<file path="config.mk">
export PLATFORM = sky130hd
export DESIGN_NAME = led_animation_stream_parser_top
export DESIGN_NICKNAME = d
export VERILOG_FILES = /design/src/rtl/lasp_pkg.sv /design/src/rtl/led_animation_stream_parser_top.sv /design/src/rtl/lasp_parse.sv
export SDC_FILE = /design/constraint.sdc
export NUM_CORES = 1
export LEC_CHECK = 0
export BUFFER_PORTS_ARGS = -buffer_cell sky130_fd_sc_hd__buf_2
export CELL_PAD_IN_SITES_DETAIL_PLACEMENT = 1
export CELL_PAD_IN_SITES_GLOBAL_PLACEMENT = 1
export CORE_UTILIZATION = 53
export DETAILED_ROUTE_END_ITERATION = 10
export MAX_ROUTING_LAYER = met4
export PLACE_DENSITY = 0.94
export SLEW_MARGIN = 20
export SYNTH_ARGS = -nofsm -noshare
export SYNTH_HDL_FRONTEND = slang
export SYNTH_SLANG_ARGS = --single-unit
</file>
<file path="constraint.sdc">
create_clock -name clk -period 15.84 [get_ports clk]
set_clock_uncertainty 0.1 [all_clocks]
set_input_delay 1.584 -clock clk [delete_from_list [all_inputs] [get_ports clk]]
set_output_delay 1.584 -clock clk [all_outputs]
set_load 0.01 [all_outputs]
</file>
<file path="src/rtl/lasp_pkg.sv">
// lasp_pkg: shared types and codes for the led animation stream parser
// no dependencies; used by lasp_parse, led_animation_stream_parser_top and lasp_result_check
`default_nettype none

package lasp_pkg;

	// result kinds
	localparam logic [1:0] KIND_HEADER = 2'd0;
	localparam logic [1:0] KIND_FRAME  = 2'd1;
	localparam logic [1:0] KIND_PIXEL  = 2'd2;

	// parse phases (code 3 is handled as header)
	localparam logic [1:0] PH_HEADER = 2'd0;
	localparam logic [1:0] PH_RECORD = 2'd1;
	localparam logic [1:0] PH_PIXEL  = 2'd2;

	typedef struct packed {
		logic [1:0]  kind;
		logic [7:0]  mode;
		logic [7:0]  fps;
		logic [15:0] frame_total;
		logic [15:0] pixel_count;
		logic [16:0] hold_frames;
		logic [7:0]  pos_x;
		logic [7:0]  pos_y;
		logic [7:0]  red;
		logic [7:0]  green;
		logic [7:0]  blue;
	} result_t;

endpackage

`default_nettype wire

</file>
<file path="src/rtl/led_animation_stream_parser_top.sv">
// led_animation_stream_parser_top: byte stream in, header/frame/pixel results out
// depends on lasp_pkg and lasp_parse
//
// channel | direction | handshake          | payload
// in      | input     | in_valid, in_stall  | stream_byte
// out     | output    | out_valid, out_stall| kind, mode, fps, frame_total, pixel_count,
//         |           |                    | hold_frames, pos_x, pos_y, red, green, blue
//
// one byte is taken every cycle while in_stall is low; a result is registered before it shows
// the parse state advances in one step per byte, between the input and the output register
// an output register plus one skid entry hold results; in_stall rises only when the skid is full
// reset clears the parse state and empties both result slots; the first byte is read as a header
`default_nettype none

module led_animation_stream_parser_top (
	input  wire logic        clk,
	input  wire logic        arst_n,
	input  wire logic        in_valid,
	output logic             in_stall,
	input  wire logic [7:0]  stream_byte,
	output logic             out_valid,
	input  wire logic        out_stall,
	output logic [1:0]       kind,
	output logic [7:0]       mode,
	output logic [7:0]       fps,
	output logic [15:0]      frame_total,
	output logic [15:0]      pixel_count,
	output logic [16:0]      hold_frames,
	output logic [7:0]       pos_x,
	output logic [7:0]       pos_y,
	output logic [7:0]       red,
	output logic [7:0]       green,
	output logic [7:0]       blue
);

	logic              take;
	logic              out_take;
	logic              res_valid;
	lasp_pkg::result_t res;
	lasp_pkg::result_t out_q;
	lasp_pkg::result_t skid_q;
	logic              out_valid_q;
	logic              skid_valid_q;
	logic              out_free;

	assign in_stall = skid_valid_q;
	assign take     = in_valid && !in_stall;
	assign out_take = out_valid_q && !out_stall;
	assign out_free = out_take || !out_valid_q;

	lasp_parse u_parse (
		.clk         (clk),
		.arst_n      (arst_n),
		.take        (take),
		.stream_byte (stream_byte),
		.res_valid   (res_valid),
		.res         (res)
	);

	always_ff @(posedge clk or negedge arst_n) begin
		if (!arst_n) begin
			out_valid_q  <= 1'b0;
			skid_valid_q <= 1'b0;
		end else if (out_free) begin
			if (skid_valid_q) begin
				out_valid_q  <= 1'b1;
				skid_valid_q <= 1'b0;
			end else begin
				out_valid_q <= take && res_valid;
			end
		end else if (take && res_valid) begin
			skid_valid_q <= 1'b1;
		end
	end

	// payload slots, no reset
	always_ff @(posedge clk) begin
		if (out_free) begin
			if (skid_valid_q) begin
				out_q <= skid_q;
			end else if (take && res_valid) begin
				out_q <= res;
			end
		end else if (take && res_valid) begin
			skid_q <= res;
		end
	end

	assign out_valid   = out_valid_q;
	assign kind        = out_q.kind;
	assign mode        = out_q.mode;
	assign fps         = out_q.fps;
	assign frame_total = out_q.frame_total;
	assign pixel_count = out_q.pixel_count;
	assign hold_frames = out_q.hold_frames;
	assign pos_x       = out_q.pos_x;
	assign pos_y       = out_q.pos_y;
	assign red         = out_q.red;
	assign green       = out_q.green;
	assign blue        = out_q.blue;

	// skid entry is only ever filled behind a waiting output beat
	a_skid_behind_out: assert property (@(posedge clk) disable iff (!arst_n)
		skid_valid_q |-> out_valid_q)
		else $error("skid entry valid with empty output register");

	// a result produced while the output is blocked lands in the skid
	a_skid_fill: assert property (@(posedge clk) disable iff (!arst_n)
		(take && res_valid && out_valid_q && out_stall) |=> skid_valid_q)
		else $error("result lost while output stalled");

	// a result that reaches an empty output shows the next cycle
	a_out_fill: assert property (@(posedge clk) disable iff (!arst_n)
		(take && res_valid) |=> out_valid_q)
		else $error("result did not reach the output register");

	a_kind_legal: assert property (@(posedge clk) disable iff (!arst_n)
		out_valid_q |-> (out_q.kind == lasp_pkg::KIND_HEADER ||
			out_q.kind == lasp_pkg::KIND_FRAME || out_q.kind == lasp_pkg::KIND_PIXEL))
		else $error("output beat carries an unknown kind");

endmodule

`default_nettype wire

</file>
<file path="src/rtl/lasp_parse.sv">
// lasp_parse: byte-wise parse state and the result built from each accepted beat
// depends on lasp_pkg
`default_nettype none

module lasp_parse (
	input  wire logic             clk,
	input  wire logic             arst_n,
	input  wire logic             take,
	input  wire logic [7:0]       stream_byte,
	output logic                  res_valid,
	output lasp_pkg::result_t     res
);

	logic [1:0]  phase_q, phase_d;
	logic [2:0]  pos_q, pos_d;
	logic [31:0] held_q, held_d;
	logic [15:0] total_q, total_d;
	logic [15:0] left_q, left_d;
	logic [16:0] shown_q, shown_d;

	logic [15:0] rep;
	logic [16:0] hold;
	logic [31:0] held_gather;

	assign rep  = {stream_byte, held_q[23:16]};
	assign hold = (rep == 16'd0) ? 17'h10000 : {1'b0, rep};

	always_comb begin
		held_gather = held_q;
		held_gather[{pos_q[1:0], 3'b000} +: 8] = stream_byte;
	end

	always_comb begin
		phase_d   = phase_q;
		pos_d     = pos_q;
		held_d    = held_q;
		total_d   = total_q;
		left_d    = left_q;
		shown_d   = shown_q;
		res       = '0;
		res_valid = 1'b0;
		case (phase_q)
			lasp_pkg::PH_RECORD: begin
				if (pos_q < 3'd3) begin
					held_d = held_gather;
					pos_d  = pos_q + 3'd1;
				end else begin
					res_valid       = 1'b1;
					res.kind        = lasp_pkg::KIND_FRAME;
					res.pixel_count = held_q[15:0];
					res.hold_frames = hold;
					shown_d         = shown_q + hold;
					pos_d           = 3'd0;
					held_d          = '0;
					left_d          = held_q[15:0];
					if (held_q[15:0] != 16'd0) begin
						phase_d = lasp_pkg::PH_PIXEL;
					end else if (shown_d >= {1'b0, total_q}) begin
						phase_d = lasp_pkg::PH_HEADER;
					end else begin
						phase_d = lasp_pkg::PH_RECORD;
					end
				end
			end
			lasp_pkg::PH_PIXEL: begin
				if (pos_q < 3'd4) begin
					held_d = held_gather;
					pos_d  = pos_q + 3'd1;
				end else begin
					res_valid = 1'b1;
					res.kind  = lasp_pkg::KIND_PIXEL;
					res.pos_x = held_q[7:0];
					res.pos_y = held_q[15:8];
					res.red   = held_q[23:16];
					res.green = held_q[31:24];
					res.blue  = stream_byte;
					left_d    = left_q - 16'd1;
					pos_d     = 3'd0;
					held_d    = '0;
					// last pixel of the record closes it
					if (left_d == 16'd0) begin
						if (shown_q >= {1'b0, total_q}) begin
							phase_d = lasp_pkg::PH_HEADER;
						end else begin
							phase_d = lasp_pkg::PH_RECORD;
						end
					end
				end
			end
			default: begin
				if (pos_q < 3'd3) begin
					phase_d = lasp_pkg::PH_HEADER;
					held_d  = held_gather;
					pos_d   = pos_q + 3'd1;
				end else begin
					total_d         = rep;
					shown_d         = '0;
					left_d          = '0;
					res_valid       = 1'b1;
					res.kind        = lasp_pkg::KIND_HEADER;
					res.mode        = held_q[7:0];
					res.fps         = held_q[15:8];
					res.frame_total = rep;
					pos_d           = 3'd0;
					held_d          = '0;
					// zero frame total means the loop is already done
					phase_d = (rep == 16'd0) ? lasp_pkg::PH_HEADER : lasp_pkg::PH_RECORD;
				end
			end
		endcase
	end

	always_ff @(posedge clk or negedge arst_n) begin
		if (!arst_n) begin
			phase_q <= lasp_pkg::PH_HEADER;
			pos_q   <= '0;
			held_q  <= '0;
			total_q <= '0;
			left_q  <= '0;
			shown_q <= '0;
		end else if (take) begin
			phase_q <= phase_d;
			pos_q   <= pos_d;
			held_q  <= held_d;
			total_q <= total_d;
			left_q  <= left_d;
			shown_q <= shown_d;
		end
	end

endmodule

`default_nettype wire

</file>
### Word level (Yosys, flattened, before mapping)

Cells that the tools add are included.

* register bits after elaboration: 302
* output and inout bits: 109
* word-level logic and storage cells: 110
* input port bits: 12

* $add $sub $neg: 4
* muxes and demuxes: 41
* reduce and logical (&&, ||, !) cells: 19
* eq/ne operators: 6
* shift operators: 2
* bitwise operators: 4
* order comparisons: 4

Operators with widths (count)
* 107-bit 2-to-1 mux: 2
* 32-bit 2-to-1 mux: 5
* 40-bit 2-to-1 mux: 2
* 33-bit 2-to-1 mux: 2
* 17-bit 2-to-1 mux: 3
* 16-bit 2-to-1 mux: 3
* 17-bit by 16-bit >= comparator with 1-bit output: 2
* 17-bit one-hot mux with 2 select lines: 1
* 32-bit bitwise mux: 1
* 16-bit logical NOT: 2
* 16-bit one-hot mux with 2 select lines: 1
* 8-bit by 7-bit variable shift with 32-bit output, first input constant: 1
* 8-bit by 7-bit indexed part select with 32-bit output: 1
* 17-bit adder: 1
* 16-bit nonzero test: 1
* 16-bit by 1-bit subtractor with 16-bit output, second input constant: 1
* 2-bit 2-to-1 mux: 6
* 1-bit 2-to-1 mux: 10
* 3-bit 2-to-1 mux: 3
* 2-bit one-hot mux with 2 select lines: 2
* 4-bit AND reduction: 2
* 5-bit negation with 7-bit output: 1
* 2-bit inequality test, second input constant: 3
* 3-bit AND reduction: 2
* 13 further kinds: 22

### Depth between registers and ports, before layout

* depth in word-level cells: 8
* gate-level depth with buffers: 19
* gate-level depth less buffers: 18

### Hierarchy

Synthesis repeated with hierarchy kept, for this count alone.

* cells, all modules: 1120
* area total of the unflattened synthesis: 14450.1 µm²

Modules (own cells, without submodules)
* led_animation_stream_parser_top: instances 1, area an instance 7873.8 µm², cells each 342, sequential area each 6476.2 µm²
* lasp_parse: instances 1, area an instance 6576.3 µm², cells each 778, sequential area each 2152.1 µm²

### Least setup slack after synthesis

Ideal clock, no wire load.

* path type: input to register
* from: input in_valid
* to: register out_q (netlist bit blue[0]) (enable)
* required time: 15.132 ns
* stages: 6
* path slack: 7.298 ns
* setup time: 0.608 ns
* arrival: 7.834 ns
* cells stage by stage: nand2b_1 -> clkbuf_1 -> a211oi_1 -> clkbuf_1 -> nor2_1 -> a21oi_1

* longest elaborated chain between the ends: 4

RTL lines
* from (decl): line led_animation_stream_parser_top.sv:18 `input wire logic in_valid,`
* 1-bit logical AND: line led_animation_stream_parser_top.sv:47 `assign take = in_valid && !in_stall;`
* 1-bit logical AND: line led_animation_stream_parser_top.sv:81 `end else if (take && res_valid) begin`
* 2-bit nonzero test (no source line)
* 2-bit AND reduction (no source line)
* to (signal assigned): line led_animation_stream_parser_top.sv:80 `out_q <= skid_q;`
* to (signal assigned): line led_animation_stream_parser_top.sv:82 `out_q <= res;`
* to (decl): line led_animation_stream_parser_top.sv:40 `lasp_pkg::result_t out_q;`

No other way between the ends.
A chain may end at the register's enable or synchronous reset.

### Final worst setup path

* from: input stream_byte[1]
* to: register u_parse.phase_q[0]

* longest elaborated chain between the ends: 8
* elaborated cells between the ends (all ways): 10

RTL lines
* from (decl): line led_animation_stream_parser_top.sv:20 `input wire logic [7:0] stream_byte,`
* 16-bit logical NOT: line lasp_parse.sv:26, lasp_parse.sv:107
* 17-bit 2-to-1 mux: line lasp_parse.sv:26 `assign hold = (rep == 16'd0) ? 17'h10000 : {1'b0, rep};`
* 17-bit adder: line lasp_parse.sv:52 `shown_d = shown_q + hold;`
* 17-bit by 16-bit >= comparator with 1-bit output: line lasp_parse.sv:58 `end else if (shown_d >= {1'b0, total_q}) begin`
* 1-bit 2-to-1 mux: line lasp_parse.sv:58
* 2-bit 2-to-1 mux: line lasp_parse.sv:56 `if (held_q[15:0] != 16'd0) begin`
* 2-bit 2-to-1 mux: line lasp_parse.sv:44 `if (pos_q < 3'd3) begin`
* 2-bit one-hot mux with 2 select lines (*): line lasp_parse.sv:42 `case (phase_q)`
* to (signal assigned): line lasp_parse.sv:115 `phase_q <= lasp_pkg::PH_HEADER;`
* to (signal assigned): line lasp_parse.sv:122 `phase_q <= phase_d;`
* to (decl): line lasp_parse.sv:14 `logic [1:0] phase_q, phase_d;`

Every way passes the cells marked *; elsewhere a longest branch is shown, timed or not. The select of a mux whose other input is x is not followed.

==> results.md <==
Clocking:
- The number of clock buffers inserted by TritonCTS is 31.
- The TritonCTS clock tree is done.
- The number of hold buffers added after CTS was 0.
- After clock tree synthesis, the clock-pin slew on the worst setup and hold paths is 0.06 ns.
- CTS built an H-tree with a depth of 1.
- The clock net sink count is 302.
- The root buffer cell chosen for the clock tree is clkbuf_16.
- The clock latency on the worst-skew pair is 0.57 ns.
- The setup fix buffers added after clock tree synthesis is 0.
- The total of cells resized after clock tree synthesis is 0.
- No sink is reached through more buffers than the 3 on the longest clock path.

Routing:
- The final layout contains routed wiring with a total length of 42.0 mm.
- Across all layers, the routed design uses 9949 vias.
- The number of nets with antenna violations after detailed routing is 0.
- The remaining design rule violation count is 0.
- The count of routing violations after the opening detailed-route iteration is 974.
- Dividing the detail-routed wire length by the instance count gives 27.6 um.
- The length of the first detailed-routing pass in iterations is 6.
- The via density per instance is 6.54.

Min path:
- The worst hold path startpoint is u_parse.total_q[5].
- Along the worst hold path, the cell count comes to 1.
- The worst hold path terminates at u_parse.total_q[5].
- The worst hold-check path type is reg2reg.

Worst setup path:
- Traced cell by cell, the critical path runs through buf_2, ha_1, a21o_1, a221o_1, a31oi_1, o21ai_0, o21a_1, nor2_1, xnor2_1, ha_1, a21o_1, nand2_1, nand4b_1, a221oi_1, o21ai_0, a311oi_1, a21oi_1, mux2i_1.
- The slack of the worst reg-to-reg path is 11.10 ns.
- The critical path is of the in2reg type.
- Of all nets on the critical path, the largest fanout is 10.
- The critical path's largest stage delay is 0.40 ns.
- In this run the critical register-to-register path is captured at u_parse.phase_q[0].
- On the critical path, the stage with the largest delay is an instance of a221o_1.
- The worst setup path is captured at a flip-flop.
- The arrival time reported for the critical path endpoint is 5.40 ns.
- The category of the worst setup path launch point is a primary input.
- The worst endpoint required time is 16.22 ns.
- The worst register-to-register path has a depth of 18.
- The worst register-to-register path begins at u_parse.held_q[16].

Place:
- The congestion estimate from routability-driven global placement came to 0.858.
- In this run the tool buffered the top-level ports with 120 buffer cells.
- Summed over all nets, the half-perimeter wirelength after detailed placement is 25.2 mm.
- The cell count after placement is 1460.

Timing:
- The highest clock frequency the design can meet is 0.199 GHz.
- Setup violations remaining at the end of the flow were counted as 0.
- The number of failing hold endpoints at the final stage came to 0.
- The worst pin sits at a relative slew slack of 31.7%.
- For the pin with the worst max-slew slack, the measured transition is 1.03 ns.
- On the final layout, the worst hold slack is 0.412 ns.
- The max-slew violation count is 0.
- In the final timing run, aggregate negative setup slack is 0 ns.
- Setup repair after global routing left no endpoint under its margin.
- Dividing the final minimum period by the clock period gives 31.7%.
- The worst path needs 5.02 ns of the cycle, external delays included.

Synthesis:
- By area the synthesized netlist is led by edfxtp_1, dfrtp_1, mux2_2, ha_1, and3_1.
- The synthesized design contains 214 enable-type register cells.
- The post-synth net total is 1145.
- The cell type contributing the most total cell area after synthesis is edfxtp_1.
- After synthesis, the largest area contributor takes up 45.5% of total cell area.
- The commonest register cell after synthesis is edfxtp_1.
- The count of warnings emitted by yosys is 0.
- Of all flip-flops after synthesis, the portion carrying an async set or reset was 29.1%.
- Sequential elements use 61.1% of the synthesized area.
- After synthesis, the most frequently instantiated cells are edfxtp_1, mux2_2, and3_1.
- The most common cell in the synthesized netlist is edfxtp_1.
- The cell area after technology mapping is 0.0141 mm^2.
- The flip-flop and latch count after synthesis is 302.
- Each instance of the synthesized netlist takes up on average 13.2 um^2.
- The synthesized instance count is 1073.
- The number of different library cells in the post-synthesis netlist is 55.

Die:
- The overall die height is 165 um.
- The starting density of the core is 54.2%.
- The die is 165 um wide.
- The die covers 0.0273 mm^2.
- The number of standard-cell rows in the floorplan is 59.
- The core area is 0.0261 mm^2.
- 121 I/O pins were placed.

Final layout:
- The post-synthesis to final-layout area growth is 13.9%.
- The post-route netlist has 26.8% of its cells at a drive strength greater than 1.
- In the final layout, the multi-input gates occupy 0.00509 mm^2.
- The area occupied by registers is 0.00863 mm^2.
- The number of nets at the end of the flow is 1232.
- The total of fill cells in the finished design is 2513.
- The utilization after layout is 61.7%.
- The final standard cell count with taps included and fillers excluded is 1522.

Power:
- The net switching component of the power is 0.00112 W.
- IR analysis of the VDD net gives a maximum drop of 0.000154 V.
- The total chip power is 0.00296 W.
- Of the total power, combinational logic draws 34.9%.
- Per report_power, the sequential group accounts for 39.9% of the total.
- The share of total power dissipated in the clock network is 25.2%.
- The cell area power density is 184 mW/mm^2.
- The net switching share of the total power is 37.7%.
- For this design the static power due to leakage is 7.05 nW.
- The internal portion of the total power is 0.00185 W.

Global route:
- The global-route usage over all layers is 31.7%.
- The global route total overflow is 0.
- The first global-routing pass estimated 62.9 mm of wire.
- The number of antenna violations at the first check in global routing was 2.
- The via count of the first global-routing pass is 10500.
- Entering global routing, the biggest net connects 83 pins.

Run status:
- The flow ran to the end, and the final reports show no timing, DRC or antenna violations.

Flow run:
- The number of maximum-capacitance constraint violations is 0.
==> layout make-up <==
class | count | share of cell area [%]
tap | 335 | 2.61
sequential | 302 | 53.7
clock inverter | 16 | 0.911
multi-input combinational | 655 | 31.7
inverter | 34 | 0.794
antenna | 2 | 0.0311
timing repair buffer | 136 | 4.77
clock buffer | 42 | 5.47
==> flip-flops by register name (all words and copies together), names as in the netlist, 2 cells and up <==
register / flops
hold_frames: 17
skid_q: 107
pixel_count: 16
u_parse.total_q: 16
pos_x: 8
u_parse.shown_q: 17
blue: 8
mode: 8
u_parse.pos_q: 3
u_parse.phase_q: 2
u_parse.left_q: 16
kind: 2
fps: 8
frame_total: 16
pos_y: 8
green: 8
red: 8
u_parse.held_q: 32
==> cells in the final DEF, fill, tap and decap left out, types with 4 or more instances in the layout <==
master / Yosys / routed
nor4b_1: 4 / 4
clkbuf_16: 0 / 32
ha_1: 59 / 57
a22o_1: 28 / 28
clkbuf_8: 0 / 4
nor2_1: 55 / 54
a31oi_1: 5 / 5
mux2_2: 120 / 120
nand2_1: 42 / 42
inv_1: 34 / 34
o21bai_1: 4 / 4
a22oi_1: 43 / 43
o31ai_1: 5 / 5
nand3_1: 12 / 12
and3_1: 108 / 108
xor2_1: 9 / 9
clkinv_2: 0 / 6
a211oi_1: 7 / 6
xnor2_1: 10 / 10
o21ai_0: 26 / 25
nor4_1: 15 / 15
a21o_1: 14 / 14
dfrtp_1: 88 / 87
edfxtp_1: 214 / 214
nor3_1: 12 / 12
buf_4: 0 / 14
clkbuf_1: 72 / 6
nor2b_1: 5 / 5
buf_2: 1 / 119
a21oi_1: 21 / 20
or3_1: 7 / 7
==> through the flow <==
step	worst slack, ns	cell area (um^2)
6_report	10.82	16100
5_1_grt	10.65	16100
4_1_cts	10.89	16000
3_5_place_dp	10.49	15000
3_3_place_gp	10.75	15000
2_1_floorplan	7.30	14100
==> kinds of logic after synthesis <==
family                   Yosys count  synth area share (%)
flip-flops                       302                  61.1
AO/OA/AOI/OAI                    174                  8.77
XOR/XNOR                          19                  1.18
multiplexers                     122                  9.72
buffers and inverters            116                  3.09
adder cells (fa/ha/maj)           60                  5.37
AND/OR/NAND/NOR                  280                  10.7
==> layer usage <==
| layer | wire (um) | part of all wire [%] | vias to the layer above | track usage [%] |
|---|---|---|---|---|
| met5 | 0 | 0 | - | - |
| met3 | 2880 | 6.9 | 175 | 5.22 |
| met1 | 16300 | 39 | 5037 | 38.9 |
| met2 | 20900 | 50 | 520 | 51.8 |
| li1 | - | - | 4217 | - |
| met4 | 1930 | 4.6 | 0 | 13.6 |
==> critical path: cells and delay by family <==
family | cells | cell delay (ns)
AO/OA/AOI/OAI | 10 | 2.25
AND/OR/NAND/NOR | 3 | 0.30
multiplexers | 1 | 0.18
adder cells (fa/ha/maj) | 2 | 0.64
XOR/XNOR | 1 | 0.17
buffers and inverters | 1 | 0.26
==> power groups by stage <==
stage / Combinational, W / Clock [W] / Sequential [W]
finish: 0.00104 / 0.000746 / 0.00118
global route: 0.00111 / 0.000780 / 0.00120
CTS: 0.00101 / 0.000746 / 0.00118
detailed placement: 0.000974 / 0 / 0.00119
global placement: 0.000905 / 0 / 0.00117
floorplan: 0.000613 / 0 / 0.00121
==> worst max path at each step <==
stage / start / endpoint / slack (ns) / depth (start not counted)
4_1_cts: stream_byte[1] / u_parse.phase_q[0] / 10.89 / 18
3_3_place_gp: stream_byte[0] / u_parse.phase_q[0] / 10.75 / 18
6_report: stream_byte[1] / u_parse.phase_q[0] / 10.82 / 18
5_1_grt: stream_byte[1] / u_parse.phase_q[0] / 10.65 / 18
3_5_place_dp: stream_byte[0] / u_parse.phase_q[0] / 10.49 / 18
2_1_floorplan: in_valid / blue[0] / 7.30 / 6
(Power assumes the default switching activity.)
